**config.mk**
```make
export PLATFORM = sky130hd
export DESIGN_NAME = hkv_hash_div
export DESIGN_NICKNAME = d
export VERILOG_FILES = /design/src/hw/rtl/hkv_pkg.sv /design/src/hw/rtl/hkv_hash_div.sv
export SDC_FILE = /design/constraint.sdc
export NUM_CORES = 1
export LEC_CHECK = 0
export BUFFER_PORTS_ARGS = -buffer_cell sky130_fd_sc_hd__buf_2
export CAP_MARGIN = 25
export CORE_MARGIN = 2
export CORE_UTILIZATION = 23
export DETAILED_ROUTE_END_ITERATION = 16
export GPL_ROUTABILITY_DRIVEN = 0
export SLEW_MARGIN = 0
export SYNTH_ARGS = -nofsm -noshare
export SYNTH_HDL_FRONTEND = slang
export SYNTH_SLANG_ARGS = --single-unit
```
**constraint.sdc**
```tcl
create_clock -name clk_i -period 5.4 [get_ports clk_i]
set_input_delay 1.08 -clock clk_i [delete_from_list [all_inputs] [get_ports clk_i]]
set_output_delay 1.08 -clock clk_i [all_outputs]
set_load 0.01 [all_outputs]
```
**src/hw/rtl/hkv_pkg.sv**
```systemverilog
// Shared types, codes and the key mixing step of the hashed key-value table.
`timescale 1ns / 1ps

package hkv_pkg;

  localparam int unsigned KEY_W              = 32;
  localparam int unsigned VALUE_W            = 32;
  localparam int unsigned CFG_W              = 9;
  localparam int unsigned BUCKETS_DEFAULT    = 256;
  localparam int unsigned WAYS_DEFAULT       = 4;
  localparam logic [CFG_W-1:0] BUCKET_COUNT_RESET = 9'd256;

  // The key mix runs as a fixed sequence of add or xor-shift steps.
  localparam int unsigned HASH_STEPS = 6;
  localparam int unsigned STEP_W     = 3;

  localparam logic [1:0] OP_INSERT = 2'd0;
  localparam logic [1:0] OP_DELETE = 2'd1;
  localparam logic [1:0] OP_GET    = 2'd2;

  localparam logic [1:0] ST_OK   = 2'd0;
  localparam logic [1:0] ST_MISS = 2'd1;
  localparam logic [1:0] ST_FULL = 2'd2;

  typedef struct packed {
    logic [1:0]         opcode;
    logic [KEY_W-1:0]   key;
    logic [VALUE_W-1:0] new_value;
  } hkv_req_t;

  typedef struct packed {
    logic [1:0]         status;
    logic [VALUE_W-1:0] read_value;
  } hkv_rsp_t;

  function automatic logic [KEY_W-1:0] hkv_mix_step(input logic [KEY_W-1:0] k,
                                                    input logic [STEP_W-1:0] step);
    logic [KEY_W-1:0] r;
    begin
      case (step)
        3'd0:    r = (~k) + (k << 15);
        3'd1:    r = k ^ (k >> 12);
        3'd2:    r = k + (k << 2);
        3'd3:    r = k ^ (k >> 4);
        3'd4:    r = k + ((k << 3) + (k << 11));
        3'd5:    r = k ^ (k >> 16);
        default: r = k;
      endcase
      return r;
    end
  endfunction

endpackage

```
**src/hw/rtl/hkv_hash_div.sv**
```systemverilog
// Iterative unit that mixes a key and reduces it modulo the bucket count.
`timescale 1ns / 1ps

module hkv_hash_div #(
  parameter int unsigned BUCKETS = hkv_pkg::BUCKETS_DEFAULT,
  localparam int unsigned DW     = $clog2(BUCKETS + 1),
  localparam int unsigned BW     = (BUCKETS > 1) ? $clog2(BUCKETS) : 1
) (
  input  logic                     clk_i,
  input  logic                     rst_ni,
  input  logic                     start_i,
  input  logic [hkv_pkg::KEY_W-1:0] key_i,
  input  logic [DW-1:0]            divisor_i,
  output logic                     done_o,
  output logic [BW-1:0]            bucket_o
);

  import hkv_pkg::*;

  localparam int unsigned LAST_STEP = HASH_STEPS + KEY_W - 1;
  localparam int unsigned CNT_W     = $clog2(LAST_STEP + 1);

  logic             busy_q, busy_d;
  logic             done_q, done_d;
  logic [CNT_W-1:0] cnt_q, cnt_d;
  logic [KEY_W-1:0] k_q, k_d;
  logic [DW-1:0]    rem_q, rem_d;
  logic [DW-1:0]    div_q, div_d;
  logic [DW:0]      rem_sh;

  // The first steps run the key mix in place; the rest are restoring division
  // steps that shift the mixed word out of k_q, one quotient bit at a time.
  always_comb begin
    busy_d = busy_q;
    cnt_d  = cnt_q;
    done_d = 1'b0;
    k_d    = k_q;
    rem_d  = rem_q;
    div_d  = div_q;
    rem_sh = {rem_q, k_q[KEY_W-1]};
    if (start_i && !busy_q) begin
      busy_d = 1'b1;
      cnt_d  = '0;
      k_d    = key_i;
      rem_d  = '0;
      div_d  = divisor_i;
    end else if (busy_q) begin
      if (cnt_q < CNT_W'(HASH_STEPS)) begin
        k_d = hkv_mix_step(k_q, cnt_q[STEP_W-1:0]);
      end else begin
        k_d = k_q << 1;
        if (rem_sh >= {1'b0, div_q}) begin
          rem_d = DW'(rem_sh - {1'b0, div_q});
        end else begin
          rem_d = rem_sh[DW-1:0];
        end
      end
      cnt_d = cnt_q + 1'b1;
      if (cnt_q == CNT_W'(LAST_STEP)) begin
        busy_d = 1'b0;
        done_d = 1'b1;
      end
    end
  end

  always_ff @(posedge clk_i or negedge rst_ni) begin
    if (!rst_ni) begin
      busy_q <= 1'b0;
      done_q <= 1'b0;
      cnt_q  <= '0;
    end else begin
      busy_q <= busy_d;
      done_q <= done_d;
      cnt_q  <= cnt_d;
    end
  end

  always_ff @(posedge clk_i) begin
    k_q   <= k_d;
    rem_q <= rem_d;
    div_q <= div_d;
  end

  assign done_o   = done_q;
  assign bucket_o = rem_q[BW-1:0];

endmodule

```
==> flow_metrics.env <==
export IMPL_ys_flop_type="edfxtp_1"
export IMPL_synth_area_leaders="edfxtp_1 15%, ha_1 14%, xor2_1 6.1%, fa_1 5.7%, a21oi_1 5.6%"
export IMPL_vias=8336
export IMPL_ys_types=69
export IMPL_yosys_warnings=0
export IMPL_die_h_um=196.0
export IMPL_htreeDepth=3
export IMPL_grt_pass1_wl_um=46800
export IMPL_final_nets=1204
export IMPL_ff2ff_path_depth=12
export IMPL_yosys_area_top_type="edfxtp_1"
export IMPL_period_needed_ns=4.277
export IMPL_core_area_sq_um=36430
export IMPL_fp_dieArea_sq_um=38400
export IMPL_hold_buffers=0
export IMPL_maxSlewHeadroom_pct=36.95
export IMPL_wl_um=30460
export IMPL_synthCells=1029
export IMPL_cts_max_path_buffers=2
export IMPL_synth_top_area_share_pct=14.53
export IMPL_syn_to_final_growth_pct=11.40
export IMPL_post_cts_buffers=0
export IMPL_finalHoldViolCount=0
export IMPL_critPathKind="flip-flop to flip-flop"
export IMPL_die_w_um=196.0
export IMPL_first_pass_iters=8
export IMPL_root_buffer="clkbuf_16"
export IMPL_rsz0062_at_grt="false"
export IMPL_synth_area_sq_um=8474
export IMPL_finalSetupViolations=0
export IMPL_tritoncts="built"
export IMPL_initial_core_util_pct=23.26
export IMPL_status="complete, no violations"
export IMPL_numCtsBuffers=9
export IMPL_period_share_pct=79.20
export IMPL_clk_latency_ns=0.35
export IMPL_async_flop_share_pct=13.79
export IMPL_wl_per_cell_um=20.12
export IMPL_io_pins=53
export IMPL_final_antenna_net_count=0
export IMPL_tightestPinTransition_ns=0.9435
export IMPL_antenna_found_initial=1
export IMPL_hp_class="flip-flop to flip-flop"
export IMPL_yosysSeqAreaShare_pct=19.02
export IMPL_syn_num_nets=1191
export IMPL_drc=0
export IMPL_viasPerCell=5.506
export IMPL_endpoint_kind="flip-flop"
export IMPL_slew_viol_final=0
export IMPL_synth_edf_count=41
export IMPL_antenna_cells=0
export IMPL_maxCapViolCount=0
export IMPL_drive_gt1_share_pct=9.369
export IMPL_setup_tns_final_ns=0
export IMPL_min_path_cells=2
export IMPL_finClkSkew_ns=0.01285
export IMPL_num_rows=70
export IMPL_start_kind="flip-flop"
export IMPL_syn_avg_cell_area_sq_um=8.236
export IMPL_portBuffers=52
export IMPL_crit_fanout=12
export IMPL_drt_iter0_drc=856
export IMPL_grt_overflow=0
export IMPL_required_ns=5.49
export IMPL_clk_pin_slew_ns=0.06
export IMPL_grt_pass1_vias=8218
export IMPL_max_freq_ghz=0.2338
export IMPL_cts_sinks=58
export IMPL_grt_max_degree=49
export IMPL_ys_ff_latch=58
export IMPL_cts_resized_gates=0
export IMPL_grt_usage_pct=15.72
export IMPL_dp_hpwl_um=22530
export IMPL_most_common_layout_cells="94 x a21oi_1, 94 x ha_1, 73 x nand2_1"
export IMPL_crit_arrival_ns=4.37
critical path, cell delays in order (launching register included):
cell,delay (ns)
edfxtp_1,0.81
fa_1,0.54
ha_1,0.37
and3_4,0.20
and3_1,0.18
a2111o_1,0.49
o21ai_1,0.23
o41ai_1,0.16
a311o_1,0.38
a21oi_1,0.20
xnor2_1,0.11
a221oi_1,0.27
o21ai_1,0.09
sequential cells by signal (all words and copies together) (netlist names):
signal  cells
busy_q      1
rem_q       9
cnt_q       6
k_q        32
done_o      1
div_q       9
metal layers:
layer  part of all wire, %  GRT usage (%)
met5                 0.043              0
met4                   4.3          7.379
met3                   8.6          2.218
met2                    45          25.57
met1                    42          20.56
cells by family after synthesis:
kind of cell,Yosys count,synth area share [%]
AND/OR/NAND/NOR,232,13.08
buffers and inverters,125,5.891
AO/OA/AOI/OAI,365,28.64
adder cells (fa/ha/maj),118,19.55
XOR/XNOR,112,11.58
flip-flops,58,19.02
multiplexers,19,2.244
Yosys cell counts (5+ instances only):
library cell / count
nor2b_1: 16
nand2b_1: 9
a221oi_1: 25
mux2i_1: 19
a21oi_1: 94
nand3_1: 22
a21o_1: 26
o21a_1: 8
xor2_1: 59
nand4_1: 10
dfxtp_1: 9
xnor2_1: 53
o221ai_1: 16
and3_1: 8
edfxtp_1: 41
o31ai_1: 6
o21bai_1: 6
o22ai_1: 7
a31oi_1: 8
a311oi_1: 11
fa_1: 24
dfrtp_1: 8
nand2_1: 73
clkbuf_1: 59
nor2_1: 53
inv_1: 56
a211oi_1: 16
nor3_1: 19
o21ai_1: 24
ha_1: 94
a21boi_1: 5
o21ai_0: 61
o211ai_1: 10
buf_4: 8
per-stage QoR:
step	util [%]	hold WS [ns]	area, sq um	std cells	setup slack (ns)
6_report	25.91	0.4976	9440	1514	1.123
5_1_grt	25.91	0.5257	9440	1514	0.9345
4_1_cts	25.91	0.5002	9440	1514	1.194
3_5_place_dp	25.22	0.4860	9188	1499	1.216
3_3_place_gp	25.20	0.4787	9180	1498	1.294
2_1_floorplan	-	0.4584	8474	1029	1.476
final timing paths:
check	endpoint	slack [ns]	from
worst min register to register	rem_q[8]$_SDFFE_PP0P_	0.50	rem_q[8]$_SDFFE_PP0P_
worst min-delay path	rem_q[8]$_SDFFE_PP0P_	0.50	rem_q[8]$_SDFFE_PP0P_
worst max-delay path	k_q[30]$_DFFE_PP_	1.12	k_q[14]$_DFFE_PP_
min in group asynchronous	done_o$_DFF_PN0_	0.58	rst_ni
max in group asynchronous	cnt_q[0]$_DFFE_PN0P_	4.65	rst_ni
worst max register to register	k_q[30]$_DFFE_PP_	1.12	k_q[14]$_DFFE_PP_
area by class of cell:
class                           count  area (sq um)
Inverter                           56         210.2
Clock buffer                       11         232.7
Tap cell                          468         585.6
Fill cell                        3969         26990
Sequential cell                    58          1612
Timing Repair Buffer               71         402.9
Multi-Input combinational cell    846          6377
Clock inverter                      4         20.02
Power is not shown: default switching activity piles up to over one toggle a cycle in this logic, so the estimate is an artifact.
